[src/hdl/pulse_rate_meter_defines.svh]
// Assertion macros for the pulse rate meter.
// Define NO_ASSERTIONS to compile them out.
`ifndef PULSE_RATE_METER_DEFINES_SVH
`define PULSE_RATE_METER_DEFINES_SVH

`ifndef NO_ASSERTIONS

// same-cycle implication
`define PRM_ASSERT_IMPL(label, clk, rst_n, ante, cons, msg) \
    label: assert property (@(posedge clk) disable iff (!rst_n) (ante) |-> (cons)) \
        else $error(msg);

// next-cycle implication
`define PRM_ASSERT_NEXT(label, clk, rst_n, ante, cons, msg) \
    label: assert property (@(posedge clk) disable iff (!rst_n) (ante) |=> (cons)) \
        else $error(msg);

`else

`define PRM_ASSERT_IMPL(label, clk, rst_n, ante, cons, msg)

`define PRM_ASSERT_NEXT(label, clk, rst_n, ante, cons, msg)

`endif

`endif

[src/hdl/prm_pkg.sv]
package prm_pkg;

    // default parameter values
    localparam int COUNT_WIDTH_DEF = 32;
    localparam int RATE_WIDTH_DEF  = 16;
    localparam int QUEUE_DEPTH_DEF = 2;

    // fixed field widths
    localparam int TPM_WIDTH   = 32;
    localparam int FLAT_WIDTH  = 32;
    localparam int THR_WIDTH   = 10;
    localparam int BPM_WIDTH   = 16;
    localparam int DIGIT_WIDTH = 4;
    localparam int NUM_DIGITS  = 3;

    // configuration port
    localparam int ADDR_WIDTH = 4;
    localparam int DATA_WIDTH = 32;

    localparam logic [1:0] REG_TICKS_PER_MINUTE = 2'd0;
    localparam logic [1:0] REG_FLATLINE_TICKS   = 2'd1;
    localparam logic [1:0] REG_ALARM_BPM        = 2'd2;

    localparam logic [TPM_WIDTH-1:0]  TPM_RESET  = 32'd360000000;
    localparam logic [FLAT_WIDTH-1:0] FLAT_RESET = 32'd18000000;
    localparam logic [THR_WIDTH-1:0]  THR_RESET  = 10'd250;

    // event kinds
    localparam logic EVT_PERIOD   = 1'b0;
    localparam logic EVT_FLATLINE = 1'b1;

    // iterative units
    localparam int DIV_STEPS = TPM_WIDTH;
    localparam int BCD_STEPS = BPM_WIDTH;
    localparam int STEP_W    = $clog2(DIV_STEPS);

    typedef struct packed {
        logic [TPM_WIDTH-1:0]  ticks_per_minute;
        logic [FLAT_WIDTH-1:0] flatline_ticks;
        logic [THR_WIDTH-1:0]  alarm_bpm;
    } t_cfg;

    typedef enum logic [1:0] {
        PH_WAIT_LOW,
        PH_WAIT_RISE,
        PH_HIGH,
        PH_LOW
    } t_phase;

    typedef enum logic [1:0] {
        BK_IDLE,
        BK_DIV,
        BK_BCD,
        BK_HOLD
    } t_back_state;

endpackage

[src/hdl/prm_front.sv]
module prm_front #(
    parameter int COUNT_WIDTH = prm_pkg::COUNT_WIDTH_DEF
) (
    input  logic                              i_clk,
    input  logic                              i_rst_n,
    input  logic                              i_valid,
    input  logic                              i_level,
    input  logic [prm_pkg::FLAT_WIDTH-1:0]    i_flatline_ticks,
    output logic                              o_req_push,
    output logic                              o_req_kind,
    output logic [COUNT_WIDTH-1:0]            o_req_ticks
);

    localparam int CMP_W = (COUNT_WIDTH > prm_pkg::FLAT_WIDTH) ?
                           COUNT_WIDTH : prm_pkg::FLAT_WIDTH;
    localparam logic [COUNT_WIDTH-1:0] COUNT_MAX = '1;

    prm_pkg::t_phase        r_phase, n_phase;
    logic [COUNT_WIDTH-1:0] r_count, n_count;
    logic [COUNT_WIDTH-1:0] bumped;
    logic                   flat_hit;

    assign bumped   = (r_count == COUNT_MAX) ? r_count : r_count + COUNT_WIDTH'(1);
    assign flat_hit = (CMP_W'(bumped) >= CMP_W'(i_flatline_ticks)) || (bumped == COUNT_MAX);

    // next state
    always_comb begin
        n_phase = r_phase;
        unique case (r_phase)
            prm_pkg::PH_WAIT_LOW: begin
                if (!i_level) n_phase = prm_pkg::PH_WAIT_RISE;
            end
            prm_pkg::PH_WAIT_RISE: begin
                if (i_level) n_phase = prm_pkg::PH_HIGH;
                else if (flat_hit) n_phase = prm_pkg::PH_WAIT_LOW;
            end
            prm_pkg::PH_HIGH: begin
                if (!i_level) n_phase = prm_pkg::PH_LOW;
            end
            prm_pkg::PH_LOW: begin
                if (i_level) n_phase = prm_pkg::PH_WAIT_LOW;
            end
        endcase
    end

    // counter and requests
    always_comb begin
        n_count     = r_count;
        o_req_push  = 1'b0;
        o_req_kind  = prm_pkg::EVT_PERIOD;
        o_req_ticks = bumped;
        unique case (r_phase)
            prm_pkg::PH_WAIT_LOW: begin
                n_count = '0;
            end
            prm_pkg::PH_WAIT_RISE: begin
                if (i_level || flat_hit) n_count = '0;
                else n_count = bumped;
                if (!i_level && flat_hit) begin
                    o_req_push = i_valid;
                    o_req_kind = prm_pkg::EVT_FLATLINE;
                end
            end
            prm_pkg::PH_HIGH: begin
                n_count = bumped;
            end
            prm_pkg::PH_LOW: begin
                if (i_level) begin
                    n_count    = '0;
                    o_req_push = i_valid;
                end else begin
                    n_count = bumped;
                end
            end
        endcase
    end

    always_ff @(posedge i_clk) begin
        if (!i_rst_n) begin
            r_phase <= prm_pkg::PH_WAIT_LOW;
            r_count <= '0;
        end else if (i_valid) begin
            r_phase <= n_phase;
            r_count <= n_count;
        end
    end

endmodule

[src/hdl/prm_queue.sv]
`include "pulse_rate_meter_defines.svh"

module prm_queue #(
    parameter int WIDTH = 33,
    parameter int DEPTH = prm_pkg::QUEUE_DEPTH_DEF
) (
    input  logic             i_clk,
    input  logic             i_rst_n,
    input  logic             i_push,
    input  logic [WIDTH-1:0] i_data,
    output logic             o_full,
    input  logic             i_pop,
    output logic [WIDTH-1:0] o_data,
    output logic             o_empty
);

    localparam int PTR_W = (DEPTH > 1) ? $clog2(DEPTH) : 1;
    localparam int CNT_W = $clog2(DEPTH + 1);

    logic [WIDTH-1:0] r_mem [DEPTH];
    logic [PTR_W-1:0] r_wr, r_rd;
    logic [CNT_W-1:0] r_count;
    logic             do_push, do_pop;

    assign o_full  = (r_count == CNT_W'(DEPTH));
    assign o_empty = (r_count == '0);
    assign o_data  = r_mem[r_rd];
    assign do_push = i_push && !o_full;
    assign do_pop  = i_pop && !o_empty;

    always_ff @(posedge i_clk) begin
        if (do_push) r_mem[r_wr] <= i_data;
    end

    always_ff @(posedge i_clk) begin
        if (!i_rst_n) begin
            r_wr    <= '0;
            r_rd    <= '0;
            r_count <= '0;
        end else begin
            if (do_push) r_wr <= (r_wr == PTR_W'(DEPTH - 1)) ? '0 : r_wr + PTR_W'(1);
            if (do_pop)  r_rd <= (r_rd == PTR_W'(DEPTH - 1)) ? '0 : r_rd + PTR_W'(1);
            if (do_push && !do_pop)      r_count <= r_count + CNT_W'(1);
            else if (do_pop && !do_push) r_count <= r_count - CNT_W'(1);
        end
    end

    `PRM_ASSERT_IMPL(a_q_bound, i_clk, i_rst_n, 1'b1, r_count <= CNT_W'(DEPTH), "queue overfilled")
    `PRM_ASSERT_NEXT(a_q_fill, i_clk, i_rst_n, i_rst_n && i_push && !i_pop, r_count == $past(r_count) + CNT_W'(1), "request lost")

endmodule

[src/hdl/prm_back.sv]
`include "pulse_rate_meter_defines.svh"

module prm_back #(
    parameter int COUNT_WIDTH = prm_pkg::COUNT_WIDTH_DEF,
    parameter int RATE_WIDTH  = prm_pkg::RATE_WIDTH_DEF
) (
    input  logic                                i_clk,
    input  logic                                i_rst_n,
    input  prm_pkg::t_cfg                       i_cfg,
    input  logic                                i_q_empty,
    input  logic [COUNT_WIDTH:0]                i_q_data,
    output logic                                o_q_pop,
    input  logic                                i_pop,
    output logic                                o_empty,
    output logic                                o_event_kind,
    output logic [prm_pkg::BPM_WIDTH-1:0]       o_beats_per_minute,
    output logic                                o_alarm,
    output logic                                o_first_alarm,
    output logic [prm_pkg::DIGIT_WIDTH-1:0]     o_digit_hundreds,
    output logic [prm_pkg::DIGIT_WIDTH-1:0]     o_digit_tens,
    output logic [prm_pkg::DIGIT_WIDTH-1:0]     o_digit_units,
    output logic                                o_led_on
);

    localparam int QW = prm_pkg::TPM_WIDTH;
    localparam int BW = prm_pkg::BPM_WIDTH;
    localparam int DW = prm_pkg::DIGIT_WIDTH * prm_pkg::NUM_DIGITS;
    localparam int SW = prm_pkg::STEP_W;
    localparam logic [QW-1:0] BPM_CAP = (RATE_WIDTH < BW) ?
        QW'((64'd1 << RATE_WIDTH) - 64'd1) : QW'((64'd1 << BW) - 64'd1);

    prm_pkg::t_back_state r_state, n_state;
    logic [SW-1:0]          r_step, n_step;
    logic [COUNT_WIDTH-1:0] r_rem, n_rem, r_div, n_div;
    logic [QW-1:0]          r_quo, n_quo;
    logic [BW-1:0]          r_bpm, n_bpm, r_bin, n_bin;
    logic [DW-1:0]          r_bcd, n_bcd;
    logic                   r_kind, n_kind;
    logic                   r_alarm_reported;
    logic                   r_out_valid;

    logic [COUNT_WIDTH:0]   shifted;
    logic                   qbit;
    logic [QW-1:0]          q_final, q_sat;
    logic [DW-1:0]          bcd_adj;
    logic                   load_out, last_div, last_bcd;
    logic                   res_alarm, res_led;
    logic [DW-1:0]          res_digits;

    // one restoring division step
    assign shifted  = {r_rem, r_quo[QW-1]};
    assign qbit     = (shifted >= {1'b0, r_div});
    assign q_final  = {r_quo[QW-2:0], qbit};
    assign q_sat    = (q_final > BPM_CAP) ? BPM_CAP : q_final;
    assign last_div = (r_step == SW'(prm_pkg::DIV_STEPS - 1));
    assign last_bcd = (r_step == SW'(prm_pkg::BCD_STEPS - 1));
    assign load_out = (r_state == prm_pkg::BK_HOLD) && (!r_out_valid || i_pop);

    always_comb begin
        for (int i = 0; i < prm_pkg::NUM_DIGITS; i++) begin
            bcd_adj[i*prm_pkg::DIGIT_WIDTH +: prm_pkg::DIGIT_WIDTH] =
                (r_bcd[i*prm_pkg::DIGIT_WIDTH +: prm_pkg::DIGIT_WIDTH] >= 4'd5) ?
                r_bcd[i*prm_pkg::DIGIT_WIDTH +: prm_pkg::DIGIT_WIDTH] + 4'd3 :
                r_bcd[i*prm_pkg::DIGIT_WIDTH +: prm_pkg::DIGIT_WIDTH];
        end
    end

    // result fields
    assign res_alarm  = (r_kind == prm_pkg::EVT_PERIOD) &&
                        (r_bpm > BW'(i_cfg.alarm_bpm));
    assign res_led    = (r_kind == prm_pkg::EVT_PERIOD) && !res_alarm;
    assign res_digits = res_led ? r_bcd : '0;

    // next state
    always_comb begin
        n_state = r_state;
        unique case (r_state)
            prm_pkg::BK_IDLE: begin
                if (!i_q_empty) begin
                    n_state = (i_q_data[COUNT_WIDTH] == prm_pkg::EVT_FLATLINE) ?
                              prm_pkg::BK_HOLD : prm_pkg::BK_DIV;
                end
            end
            prm_pkg::BK_DIV: begin
                if (last_div) n_state = prm_pkg::BK_BCD;
            end
            prm_pkg::BK_BCD: begin
                if (last_bcd) n_state = prm_pkg::BK_HOLD;
            end
            prm_pkg::BK_HOLD: begin
                if (load_out) n_state = prm_pkg::BK_IDLE;
            end
        endcase
    end

    // datapath
    always_comb begin
        o_q_pop = 1'b0;
        n_step  = r_step;
        n_rem   = r_rem;
        n_div   = r_div;
        n_quo   = r_quo;
        n_bpm   = r_bpm;
        n_bin   = r_bin;
        n_bcd   = r_bcd;
        n_kind  = r_kind;
        unique case (r_state)
            prm_pkg::BK_IDLE: begin
                o_q_pop = !i_q_empty;
                n_kind  = i_q_data[COUNT_WIDTH];
                n_div   = i_q_data[COUNT_WIDTH-1:0];
                n_quo   = i_cfg.ticks_per_minute;
                n_rem   = '0;
                n_step  = '0;
                n_bpm   = '0;
                n_bcd   = '0;
            end
            prm_pkg::BK_DIV: begin
                n_rem  = qbit ? COUNT_WIDTH'(shifted - {1'b0, r_div}) :
                                shifted[COUNT_WIDTH-1:0];
                n_quo  = q_final;
                n_step = last_div ? '0 : r_step + SW'(1);
                if (last_div) begin
                    n_bpm = BW'(q_sat);
                    n_bin = BW'(q_sat);
                    n_bcd = '0;
                end
            end
            prm_pkg::BK_BCD: begin
                // double dabble, kept to three digits: rate modulo 1000
                n_bcd  = {bcd_adj[DW-2:0], r_bin[BW-1]};
                n_bin  = {r_bin[BW-2:0], 1'b0};
                n_step = r_step + SW'(1);
            end
            prm_pkg::BK_HOLD: begin
            end
        endcase
    end

    always_ff @(posedge i_clk) begin
        r_rem  <= n_rem;
        r_div  <= n_div;
        r_quo  <= n_quo;
        r_bpm  <= n_bpm;
        r_bin  <= n_bin;
        r_bcd  <= n_bcd;
        r_kind <= n_kind;
        if (load_out) begin
            o_event_kind       <= r_kind;
            o_beats_per_minute <= r_bpm;
            o_alarm            <= res_alarm;
            o_first_alarm      <= res_alarm && !r_alarm_reported;
            o_digit_hundreds   <= res_digits[11:8];
            o_digit_tens       <= res_digits[7:4];
            o_digit_units      <= res_digits[3:0];
            o_led_on           <= res_led;
        end
    end

    always_ff @(posedge i_clk) begin
        if (!i_rst_n) begin
            r_state          <= prm_pkg::BK_IDLE;
            r_step           <= '0;
            r_alarm_reported <= 1'b0;
            r_out_valid      <= 1'b0;
        end else begin
            r_state <= n_state;
            r_step  <= n_step;
            if (load_out && res_alarm) r_alarm_reported <= 1'b1;
            if (load_out) r_out_valid <= 1'b1;
            else if (i_pop) r_out_valid <= 1'b0;
        end
    end

    assign o_empty = !r_out_valid;

    `PRM_ASSERT_NEXT(a_bk_load, i_clk, i_rst_n, i_rst_n && load_out, !o_empty, "result not shown")
    `PRM_ASSERT_IMPL(a_bk_flat, i_clk, i_rst_n, !o_empty && o_event_kind, o_beats_per_minute == '0 && !o_led_on && !o_alarm, "bad flatline result")
    `PRM_ASSERT_IMPL(a_bk_alarm, i_clk, i_rst_n, !o_empty && o_alarm, !o_led_on && o_digit_units == '0 && o_digit_tens == '0 && o_digit_hundreds == '0, "bad alarm result")
    `PRM_ASSERT_IMPL(a_bk_first, i_clk, i_rst_n, !o_empty && o_first_alarm, o_alarm, "first alarm without alarm")

endmodule

[src/hdl/pulse_rate_meter.sv]
// Channel  | Direction | Handshake            | Payload
// ---------+-----------+----------------------+--------------------------------------------
// sample   | in        | push / full          | i_pulse_level
// result   | out       | pop / empty          | o_event_kind, o_beats_per_minute, o_alarm,
//          |           |                      | o_first_alarm, o_digit_*, o_led_on
// config   | in/out    | psel/penable/pwrite  | paddr, pwdata, prdata, pready
//
// One sample is taken per cycle while push is high and full is low; full rises
// only when the request queue is full. A beat request is popped, then takes 32
// bit-serial divider steps and 16 binary-to-decimal steps; a flatline skips both.
// A result waits in the output register until popped; the back end stalls in hold.
// Synchronous active-low reset; config writes are assumed only while idle.

module pulse_rate_meter #(
    parameter int COUNT_WIDTH = prm_pkg::COUNT_WIDTH_DEF,
    parameter int RATE_WIDTH  = prm_pkg::RATE_WIDTH_DEF,
    parameter int QUEUE_DEPTH = prm_pkg::QUEUE_DEPTH_DEF
) (
    input  logic                                i_clk,
    input  logic                                i_rst_n,
    // sample channel
    input  logic                                push,
    output logic                                full,
    input  logic                                i_pulse_level,
    // result channel
    input  logic                                pop,
    output logic                                empty,
    output logic                                o_event_kind,
    output logic [prm_pkg::BPM_WIDTH-1:0]       o_beats_per_minute,
    output logic                                o_alarm,
    output logic                                o_first_alarm,
    output logic [prm_pkg::DIGIT_WIDTH-1:0]     o_digit_hundreds,
    output logic [prm_pkg::DIGIT_WIDTH-1:0]     o_digit_tens,
    output logic [prm_pkg::DIGIT_WIDTH-1:0]     o_digit_units,
    output logic                                o_led_on,
    // configuration port
    input  logic                                psel,
    input  logic                                penable,
    input  logic                                pwrite,
    input  logic [prm_pkg::ADDR_WIDTH-1:0]      paddr,
    input  logic [prm_pkg::DATA_WIDTH-1:0]      pwdata,
    output logic [prm_pkg::DATA_WIDTH-1:0]      prdata,
    output logic                                pready
);

    prm_pkg::t_cfg          r_cfg;
    logic                   cfg_wr;
    logic                   sample_acc;
    logic                   req_push, req_kind;
    logic [COUNT_WIDTH-1:0] req_ticks;
    logic                   q_full, q_empty, q_pop;
    logic [COUNT_WIDTH:0]   q_data;

    // ------------------------------------------------------------------
    // Register file: word address in paddr[3:2], unknown index ignored.
    // ------------------------------------------------------------------
    assign pready = 1'b1;
    assign cfg_wr = psel && penable && pwrite && pready;

    always_ff @(posedge i_clk) begin
        if (!i_rst_n) begin
            r_cfg.ticks_per_minute <= prm_pkg::TPM_RESET;
            r_cfg.flatline_ticks   <= prm_pkg::FLAT_RESET;
            r_cfg.alarm_bpm        <= prm_pkg::THR_RESET;
        end else if (cfg_wr) begin
            unique case (paddr[3:2])
                prm_pkg::REG_TICKS_PER_MINUTE: r_cfg.ticks_per_minute <= pwdata;
                prm_pkg::REG_FLATLINE_TICKS:   r_cfg.flatline_ticks   <= pwdata;
                prm_pkg::REG_ALARM_BPM:
                    r_cfg.alarm_bpm <= pwdata[prm_pkg::THR_WIDTH-1:0];
                default: ;
            endcase
        end
    end

    always_comb begin
        unique case (paddr[3:2])
            prm_pkg::REG_TICKS_PER_MINUTE: prdata = r_cfg.ticks_per_minute;
            prm_pkg::REG_FLATLINE_TICKS:   prdata = r_cfg.flatline_ticks;
            prm_pkg::REG_ALARM_BPM:
                prdata = prm_pkg::DATA_WIDTH'(r_cfg.alarm_bpm);
            default:                       prdata = '0;
        endcase
    end

    // ------------------------------------------------------------------
    // Front end: edge tracking and period counting, one sample a cycle
    // while push is high and full is low; a period or flatline is queued.
    // ------------------------------------------------------------------
    assign full       = q_full;
    assign sample_acc = push && !full;

    prm_front #(
        .COUNT_WIDTH (COUNT_WIDTH)
    ) u_front (
        .i_clk            (i_clk),
        .i_rst_n          (i_rst_n),
        .i_valid          (sample_acc),
        .i_level          (i_pulse_level),
        .i_flatline_ticks (r_cfg.flatline_ticks),
        .o_req_push       (req_push),
        .o_req_kind       (req_kind),
        .o_req_ticks      (req_ticks)
    );

    // short request queue: lets sampling run on while the divider is busy
    prm_queue #(
        .WIDTH (COUNT_WIDTH + 1),
        .DEPTH (QUEUE_DEPTH)
    ) u_queue (
        .i_clk   (i_clk),
        .i_rst_n (i_rst_n),
        .i_push  (req_push),
        .i_data  ({req_kind, req_ticks}),
        .o_full  (q_full),
        .i_pop   (q_pop),
        .o_data  (q_data),
        .o_empty (q_empty)
    );

    // ------------------------------------------------------------------
    // Back end: divide, saturate, classify, convert to digits, hold.
    // ------------------------------------------------------------------
    prm_back #(
        .COUNT_WIDTH (COUNT_WIDTH),
        .RATE_WIDTH  (RATE_WIDTH)
    ) u_back (
        .i_clk              (i_clk),
        .i_rst_n            (i_rst_n),
        .i_cfg              (r_cfg),
        .i_q_empty          (q_empty),
        .i_q_data           (q_data),
        .o_q_pop            (q_pop),
        .i_pop              (pop),
        .o_empty            (empty),
        .o_event_kind       (o_event_kind),
        .o_beats_per_minute (o_beats_per_minute),
        .o_alarm            (o_alarm),
        .o_first_alarm      (o_first_alarm),
        .o_digit_hundreds   (o_digit_hundreds),
        .o_digit_tens       (o_digit_tens),
        .o_digit_units      (o_digit_units),
        .o_led_on           (o_led_on)
    );

endmodule
[config.mk]
export PLATFORM = sky130hd
export DESIGN_NAME = pulse_rate_meter
export DESIGN_NICKNAME = d
export VERILOG_FILES = /design/src/hdl/prm_pkg.sv /design/src/hdl/prm_front.sv /design/src/hdl/prm_queue.sv /design/src/hdl/prm_back.sv /design/src/hdl/pulse_rate_meter.sv
export VERILOG_INCLUDE_DIRS = /design/src /design/src/hdl
export SDC_FILE = /design/constraint.sdc
export NUM_CORES = 1
export LEC_CHECK = 0
export ABC_AREA = 1
export CAP_MARGIN = 20
export CORE_MARGIN = 5
export CORE_UTILIZATION = 40
export DETAILED_ROUTE_END_ITERATION = 10
export DONT_BUFFER_PORTS = 1
export PLACE_DENSITY = 0.61
export SYNTH_ARGS = -nofsm -noshare
export SYNTH_HDL_FRONTEND = slang
export SYNTH_SLANG_ARGS = --single-unit
export TNS_END_PERCENT = 30
[constraint.sdc]
create_clock -name i_clk -period 6.6 [get_ports i_clk]
set_input_delay 0.33 -clock i_clk [delete_from_list [all_inputs] [get_ports i_clk]]
set_output_delay 0.33 -clock i_clk [all_outputs]
set_load 0.03 [all_outputs]
==> results of run 1 <==
power by group through the flow:
| stage | clock, uW | sequential [uW] | combinational (uW) |
|---|---|---|---|
| global placement | 0 | 3350 | 2180 |
| floorplan | 0 | 3280 | 1720 |
| CTS | 2230 | 3330 | 2280 |
| finish | 2180 | 3320 | 2260 |
| detailed placement | 0 | 3370 | 2230 |
| global route | 2330 | 3370 | 2570 |
final timing paths:
kind,startpoint,endpoint,slack [ps],cells past startpoint
min reg2reg,u_back.r_alarm_reported,u_back.r_alarm_reported,460,2
max,u_front.r_count[0],u_queue.r_mem[1][18],1850,21
min,pwdata[17],r_cfg[59],20,2
max reg2reg,u_front.r_count[0],u_queue.r_mem[1][18],1850,21
kinds of logic (layout without fill, tap and decap cells):
logic type | after synthesis | after routing
other cells | 1 | 2
flops | 361 | 361
simple gates | 717 | 717
mux | 33 | 33
compound gates | 466 | 466
buf+inv | 315 | 361
fa+ha+maj | 91 | 91
xor+xnor | 43 | 43
placed cells by master, fill, tap and decap left out, types with 20 or more instances in the layout:
| cell | n |
|---|---|
| o211ai_1 | 27 |
| dlygate4sd3_1 | 34 |
| dfxtp_1 | 122 |
| clkbuf_16 | 41 |
| nor2_1 | 145 |
| xnor2_1 | 23 |
| inv_1 | 234 |
| nand2_1 | 455 |
| nand3_1 | 44 |
| xor2_1 | 20 |
| ha_1 | 89 |
| a21oi_1 | 214 |
| o22ai_1 | 22 |
| mux2_2 | 33 |
| o21ai_0 | 162 |
| edfxtp_1 | 239 |
registers in the layout, summed over array words and instances (netlist names), 2 cells and up, named ones only:
name / count
u_back.r_div: 32
u_back.r_state: 2
u_front.r_count: 32
u_back.o_beats_per_minute: 16
u_back.o_digit_units: 4
u_back.r_quo: 32
u_back.r_step: 5
u_back.r_bpm: 16
u_back.r_rem: 32
u_back.r_bcd: 12
u_back.o_digit_hundreds: 4
u_back.r_bin: 16
u_queue.r_mem: 66
u_queue.r_count: 2
u_back.o_digit_tens: 4
r_cfg: 74
stage by stage:
stage	cell area [sq um]	power [uW]
after global routing	20480	8263
final	20480	7766
after CTS	20480	7831
after global placement	18790	5536
after floorplan	18240	5001
after detailed placement	18820	5595
metal layers:
layer / routed length, microns / GRT usage [%] / share of wire (%)
met5: 0 / 0 / 0
met4: 1361 / 5.791 / 3.0
met3: 2096 / 2.803 / 4.6
met2: 21070 / 29.20 / 46
met1: 21160 / 24.85 / 46
what timing repair did:
action	CTS	global route
endpoints found under the hold margin	85	0
hold buffers	35	0
resized for setup	0	0
layout make-up:
type                    count  area (sq um)  share of cell area, %
clock buffers              55          1122                  5.480
well taps                 600         750.7                  3.666
diodes                      1         2.502                0.01222
multi-input cells        1351          7418                  36.22
clock inverters            17         165.2                 0.8065
inverters                 238         893.4                  4.362
repair buffers             51         508.0                  2.480
flip-flops and latches    361          9619                  46.97
==> flow_summary.yaml, run 1 <==
worst_setup_path:
  cpMostUsedCell: "nand2_1"
  cpLargestDelayFamily: "simple AND/OR/NAND/NOR gates"
  crit_fanout: 62
  cp-end-kind: "register"
  cp_slowest_stage_delay_ps: 580
  required_ps: 6830
  worstPathCellList: "ha_1, inv_2, nor2_4, nand2_4, nor2_8, nand2_4, nand2_1, ha_1, nand2_1, inv_1, nand3_1, nor3_1, nand2_1, nor4_1, nor2_1, nand2_1, nand2_1, nand2_1, nand3_1, inv_1, buf_4"
  critPathBufInv: 4
  startpoint_type: "register"
  critPathKind: "reg2reg"
  crit_slowest_cell: "inv_1"
  worstPathArrival_ps: 4980
logic_synthesis:
  synth_warnings: 0
  seq_area_frac_synth_pct: 52.74
  synthCells: 2027
  syn_area_sq_mm: 0.01824
  syn_avg_cell_area_sq_um: 8.997
  synthSimpleGateAreaFrac_pct: 16.23
  yosys.cell_types.count: 51
  synth_common_cells: "456 x nand2_1, 239 x edfxtp_1, 234 x inv_1"
  synth-compound-area-share_pct: 13.90
  synthFlopType: "edfxtp_1"
  synth_edf_count: 239
  synth_top_area_share_pct: 39.35
  synthXorXnorAreaFrac_pct: 2.065
  synthArstFlopShare_pct: 0
  netlist_top_cells_area: "edfxtp_1 39%, dfxtp_1 13%, nand2_1 9.4%"
  synth_mux_area_share_pct: 2.038
  synth_top_family_by_area: "simple AND/OR/NAND/NOR gates"
  synth_seq_cells: 361
  yosysMostFrequentCell: "nand2_1"
  synth_adder_area_share_pct: 6.284
  synth_area_leader_cell: "edfxtp_1"
  syn_nets: 2162
run_status:
  status: "finished clean"
floorplanning:
  rows: 78
  fp.dieH_microns: 223.5
  io_pins: 111
  die-area_sq_mm: 0.04996
  initial_core_util_pct: 40.27
  core_area_sq_mm: 0.04528
  die_w_microns: 223.5
clock_tree:
  htreeDepth: 2
  cts_tree: "built"
  clk_path_buf_depth: 3
  clock-root-buffer: "clkbuf_16"
  clock_sinks: 361
  cts_setup_buffers: 0
  cts_buffers: 39
  clk_pin_slew_ps: 60
  clock_latency_ps: 540
worst_hold_path:
  min_path_type: "in2reg"
sta:
  fin_crit_sh_pct: 71.99
  hold_viol_final: 0
  rsz0062_at_grt: "false"
  clock.fmax_mhz: 210.5
  setup_viol: 0
  relSlewSlack_pct: 30.03
  fin_tns_setup_ps: 0
  fin_ws_ps: 1849
  holdWs_ps: 23.96
  tightestPinTransition_ps: 1047
  period_minus_slack_ps: 4751
  drv_slew: 0
  skew_ps: 19.47
run:
  max_cap_viol_count: 0
power:
  pwr-share-comb_pct: 29.2
  power.density_mw_per_mm2: 379.2
  p_sw_share_pct: 34.71
  ir_worst_vdd_mv: 0.2321
  leakagePower_uw: 0.008122
  p_switching_uw: 2696
  seqPwrFrac_pct: 42.8
  internal_power_uw: 5071
  clkPwrFrac_pct: 28.0
drt:
  vias: 13880
  drt-initial-drc-count: 1031
  wl_microns: 45690
  drc: 0
  wire_per_inst_microns: 17.09
  drtPass1Iterations: 5
  avgViaCountPerCell: 5.189
  antenna_left: 0
global_route:
  track_usage_pct: 17.99
  grt_pass1_wl_microns: 73270
  antenna_found_initial: 1
  grt-ovfl-total: 0
  grt_max_degree: 108
  grt_pass1_vias: 13450
final_layout:
  fin_util_pct: 45.23
  synthToLayoutAreaGrowth_pct: 12.29
  layout.nets: 2177
  drive_above_1_share_pct: 7.670
  final_cells: 2674
  fill_cells: 4341
place:
  placedCellCount: 2566
  dp.final_hpwl_microns: 32330
  place_congestion: 0.9139
  io_buffers: 0
  dp_slack_ps: 1828
Power figures use the tool's default switching activity.
==> inputs of run 2 (changes only) <==
--- a/config.mk
+++ b/config.mk
@@ -12,7 +12,7 @@
 export CORE_UTILIZATION = 40
 export DETAILED_ROUTE_END_ITERATION = 10
 export DONT_BUFFER_PORTS = 1
-export PLACE_DENSITY = 0.61
+export PLACE_DENSITY = 0.63
 export SYNTH_ARGS = -nofsm -noshare
 export SYNTH_HDL_FRONTEND = slang
 export SYNTH_SLANG_ARGS = --single-unit
==> constraint.sdc (replaced) <==
create_clock -name i_clk -period 4.1 [get_ports i_clk]
set_input_delay 0.205 -clock i_clk [delete_from_list [all_inputs] [get_ports i_clk]]
set_output_delay 0.205 -clock i_clk [all_outputs]
set_load 0.03 [all_outputs]
==> flow_summary.yaml, run 2 (synthesis results as in run 1) <==
floorplanning:
  die-area_sq_mm: 0.04996
  core_area_sq_mm: 0.04528
  io_pins: 111
  die_w_microns: 223.5
  initial_core_util_pct: 40.27
  fp.dieH_microns: 223.5
  rows: 78
final_layout:
  multi_input_area_sq_mm: 0.007535
  drive_above_1_share_pct: 11.36
  synthToLayoutAreaGrowth_pct: 16.61
  largest-register: "r_cfg"
  fill_cells: 4202
  seq_area_sq_mm: 0.009624
  largest_register_ffs: 74
  fin_util_pct: 46.96
  final_common_cell: "nand2_1"
  fin_area_sq_mm: 0.02127
  layout.nets: 2251
  top_regs: "r_cfg (74), u_queue.r_mem (66)"
  n_antenna_cell: 0
  layout_common_cells: "452 x nand2_1, 239 x edfxtp_1, 234 x inv_1"
worst_setup_path:
  cp_slowest_stage_delay_ps: 380
  cpLargestDelayFamily: "simple AND/OR/NAND/NOR gates"
  cp-end-kind: "register"
  reg2reg_to: "u_queue.r_count[1]"
  critPathKind: "reg2reg"
  crit_cells: 23
  critPathBufInv: 2
  cpMostUsedCell: "nand2_1"
  worstPathArrival_ps: 4230
  required_ps: 4560
  crit_slowest_cell: "dfxtp_1"
  reg2reg_slack_ps: 330
  reg2reg_depth: 23
  critical_path.endpoint: "u_queue.r_count[1]"
  timing.rr.start: "u_front.r_count[30]"
  worstPathCellList: "nand2_1, nor2_1, nand2_1, nor2_4, buf_4, nand2_2, nand2_1, ha_1, nand4_1, nand3_1, a21oi_2, nand2_1, nor2_2, nand2_1, nand2_1, nand2_1, nand2_1, inv_1, ha_1, a21oi_1, o21ai_0, o21ai_0, a21oi_1"
  startpoint_type: "register"
  startpoint: "u_front.r_count[30]"
  crit_fanout: 14
clock_tree:
  clk_path_buf_depth: 3
  clock_latency_ps: 580
  clock-root-buffer: "clkbuf_16"
  clock_sinks: 361
  cts_buffers: 40
  htreeDepth: 2
  cts_tree: "built"
  clk_pin_slew_ps: 60
global_route:
  grt_max_degree: 82
  antenna_found_initial: 0
  grt-ovfl-total: 0
  grt_pass1_wl_microns: 74330
  grt_pass1_vias: 13850
  track_usage_pct: 18.25
power:
  pwr-share-comb_pct: 29.4
  p_switching_uw: 4417
  p_sw_share_pct: 34.84
  internal_power_uw: 8259
  power.density_mw_per_mm2: 596.1
  clkPwrFrac_pct: 28.6
  seqPwrFrac_pct: 42.1
  ir_worst_vdd_mv: 0.3840
  leakagePower_uw: 0.008484
sta:
  tightestPinTransition_ps: 1079
  skew_ps: 27.23
  hold_viol_final: 0
  drv_slew: 0
  fin_ws_ps: 333.7
  relSlewSlack_pct: 27.88
  period_minus_slack_ps: 3766
  clock.fmax_mhz: 265.5
  setup_viol: 0
  fin_crit_sh_pct: 91.86
drt:
  antenna_left: 0
  avgViaCountPerCell: 5.189
  wl_microns: 46520
  wire_per_inst_microns: 16.93
  drt-initial-drc-count: 1112
  drc: 0
  vias: 14260
  drtPass1Iterations: 5
place:
  place_congestion: 0.9012
  placed_area_sq_mm: 0.01929
  dp.final_hpwl_microns: 33240
  dp_slack_ps: 116.6
  io_buffers: 0
run_status:
  status: "finished clean"
run:
  max_cap_viol_count: 0
worst_hold_path:
  min_path_type: "in2reg"
run 2: metrics by stage:
stage	power [uW]	hold slack, ps	instances	TNS, ps
after floorplan	8051	335.4	2027	0
after global placement	8940	318.5	2622	0
after detailed placement	9030	322.4	2623	0
after CTS	12770	92.54	2744	0
after global routing	13480	125.0	2748	-6.273
final	12680	137.0	2748	0
run 2: tightest hold or removal path, cell delays in order:
cell,delay (ps)
o21ai_2,30
buf_4,250
nand2_1,110
a21oi_1,50
run 2: final cells by class:
cell class | count | share of cell area, %
flip-flops and latches | 361 | 45.26
multi-input cells | 1352 | 35.43
repair buffers | 123 | 5.248
clock buffers | 55 | 5.224
inverters | 238 | 4.201
well taps | 600 | 3.530
clock inverters | 19 | 1.112
run 2: how the worst min path moves through the flow:
| stage | from | to | slack [ps] | cells after the start |
|---|---|---|---|---|
| 6_report | push | u_front.r_count[12] | 140 | 4 |
| 5_1_grt | push | u_front.r_count[12] | 130 | 4 |
| 4_1_cts | push | u_front.r_count[12] | 90 | 4 |
| 3_5_place_dp | i_rst_n | r_cfg[63] | 320 | 1 |
| 3_3_place_gp | i_rst_n | r_cfg[60] | 320 | 1 |
| 2_1_floorplan | pwdata[7] | r_cfg[17] | 340 | 2 |
run 2: power groups by stage:
| stage | registers (uW) | logic [uW] | clock network (uW) |
|---|---|---|---|
| 6_report | 5330 | 3720 | 3620 |
| 5_1_grt | 5410 | 4210 | 3860 |
| 4_1_cts | 5330 | 3730 | 3710 |
| 3_5_place_dp | 5400 | 3630 | 0 |
| 3_3_place_gp | 5370 | 3570 | 0 |
| 2_1_floorplan | 5280 | 2770 | 0 |
run 2: layer usage:
layer,GRT usage [%],share of wire [%],vias to the layer above
met1,23.98,44,6731
li1,-,-,7045
met4,7.569,4.0,0
met2,29.92,47,392
met3,3.276,5.3,92
met5,0,0,-
run 2: repair_timing:
item	CTS	global route
setup endpoints to repair	0	32
hold endpoints to repair	90	0
setup buffers	0	3
hold buffers	47	0
resized for setup	0	33
==> inputs of run 3 (changes only) <==
--- a/config.mk
+++ b/config.mk
@@ -8,11 +8,13 @@
 export LEC_CHECK = 0
 export ABC_AREA = 1
 export CAP_MARGIN = 20
+export CELL_PAD_IN_SITES_DETAIL_PLACEMENT = 1
+export CELL_PAD_IN_SITES_GLOBAL_PLACEMENT = 1
 export CORE_MARGIN = 5
 export CORE_UTILIZATION = 40
 export DETAILED_ROUTE_END_ITERATION = 10
 export DONT_BUFFER_PORTS = 1
-export PLACE_DENSITY = 0.63
+export PLACE_DENSITY = 0.76
 export SYNTH_ARGS = -nofsm -noshare
 export SYNTH_HDL_FRONTEND = slang
 export SYNTH_SLANG_ARGS = --single-unit
==> flow_summary.yaml, run 3 (synthesis results as in run 1) <==
sta:
  relSlewSlack_pct: 33.70
  clock.fmax_mhz: 261.4
  fin_ws_ps: 274.8
  period_minus_slack_ps: 3825
  hold_viol_final: 0
  tightestPinTransition_ps: 990.9
  setup_viol: 0
  fin_crit_sh_pct: 93.30
  skew_ps: 21.97
  drv_slew: 0
  holdWs_ps: 14.42
place:
  place_congestion: 0.9173
  io_buffers: 0
  placed_area_sq_mm: 0.01917
  dp.final_hpwl_microns: 38850
  dp_slack_ps: -65.48
drt:
  wl_microns: 54320
  drc: 0
  drtPass1Iterations: 5
  avgViaCountPerCell: 5.395
  vias: 14700
  antenna_left: 0
  drt-initial-drc-count: 859
  wire_per_inst_microns: 19.93
final_layout:
  largest_register_ffs: 74
  final_common_cell: "nand2_1"
  layout.nets: 2227
  drive_above_1_share_pct: 11.06
  largest-register: "r_cfg"
  fin_util_pct: 46.60
  synthToLayoutAreaGrowth_pct: 15.70
  fin_area_sq_mm: 0.02110
  top_regs: "r_cfg (74), u_queue.r_mem (66)"
  layout_common_cells: "450 x nand2_1, 239 x edfxtp_1, 233 x inv_1"
floorplanning:
  core_area_sq_mm: 0.04528
  fp.dieH_microns: 223.5
  rows: 78
  die_w_microns: 223.5
  die-area_sq_mm: 0.04996
  io_pins: 111
  initial_core_util_pct: 40.27
global_route:
  grt_pass1_wl_microns: 85220
  antenna_found_initial: 2
  track_usage_pct: 21.19
  grt_max_degree: 84
  grt-ovfl-total: 0
  grt_pass1_vias: 15560
clock_tree:
  cts_tree: "built"
  clock-root-buffer: "clkbuf_16"
  clock_sinks: 361
  htreeDepth: 2
  clock_latency_ps: 560
  clk_path_buf_depth: 3
  clk_pin_slew_ps: 60
  cts_buffers: 41
run_status:
  status: "finished clean"
worst_setup_path:
  critPathKind: "reg2reg"
  critPathBufInv: 3
  cpMostUsedCell: "nand2_1"
  required_ps: 4540
  cp_slowest_stage_delay_ps: 390
  cpLargestDelayFamily: "simple AND/OR/NAND/NOR gates"
  crit_fanout: 34
  cp-end-kind: "register"
  crit_slowest_cell: "dfxtp_2"
  startpoint_type: "register"
  worstPathArrival_ps: 4260
power:
  finalPower_uw: 13040
  ir_worst_vdd_mv: 0.3638
  power.density_mw_per_mm2: 617.8
  leakagePower_uw: 0.008433
run:
  max_cap_viol_count: 0
worst_hold_path:
  min_path_type: "in2reg"
-- run 3: path summary, 6_finish.rpt --
| check | start | to | slack (ps) | depth (start not counted) |
|---|---|---|---|---|
| setup reg to reg | u_front.r_count[1] | u_queue.r_count[1] | 270 | 26 |
| hold / removal | i_rst_n | r_cfg[68] | 10 | 2 |
| hold reg to reg | u_back.r_bpm[12] | u_back.o_beats_per_minute[12] | 460 | 0 |
| setup / recovery | u_front.r_count[1] | u_queue.r_count[1] | 270 | 26 |
-- run 3: cell type report --
cell class / count / area [sq um]
Inverter: 238 / 893.4
Tap cell: 600 / 750.7
Antenna cell: 1 / 2.502
Multi-Input combinational cell: 1352 / 7545
Sequential cell: 361 / 9625
Clock buffer: 49 / 1087
Timing Repair Buffer: 98 / 918.4
Fill cell: 5265 / 24180
Clock inverter: 26 / 277.8
-- run 3: metrics by stage --
| stage | TNS (ps) | cells |
|---|---|---|
| 3_5_place_dp | -65.48 | 2606 |
| 3_3_place_gp | 0 | 2606 |
| 6_report | 0 | 2725 |
| 2_1_floorplan | 0 | 2027 |
| 4_1_cts | 0 | 2717 |
| 5_1_grt | -17.03 | 2725 |
-- run 3: layer usage --
layer  GRT usage, %  up-vias  routed length (microns)
li1               -     6992                        -
met1          26.31     7234                    22820
met2          37.07      348                    26920
met3          3.684      125                     2454
met4          7.826        2                     2103
met5              0        -                       20
-- run 3: what timing repair did --
item | 4_1_cts | 5_1_grt
hold endpoints to repair | 90 | 0
setup endpoints to repair | 1 | 68
resized for setup | 7 | 27
pin swaps | 0 | 5
hold buffers | 36 | 0
cloned | 0 | 1
setup buffers | 0 | 4
-- run 3: power breakdown --
part           internal (uW)  leakage (uW)  switching (uW)
clock network           2220      0.000674            1530
logic                   1270       0.00447            2630
registers               4910       0.00329             478
total                   8400       0.00843            4640
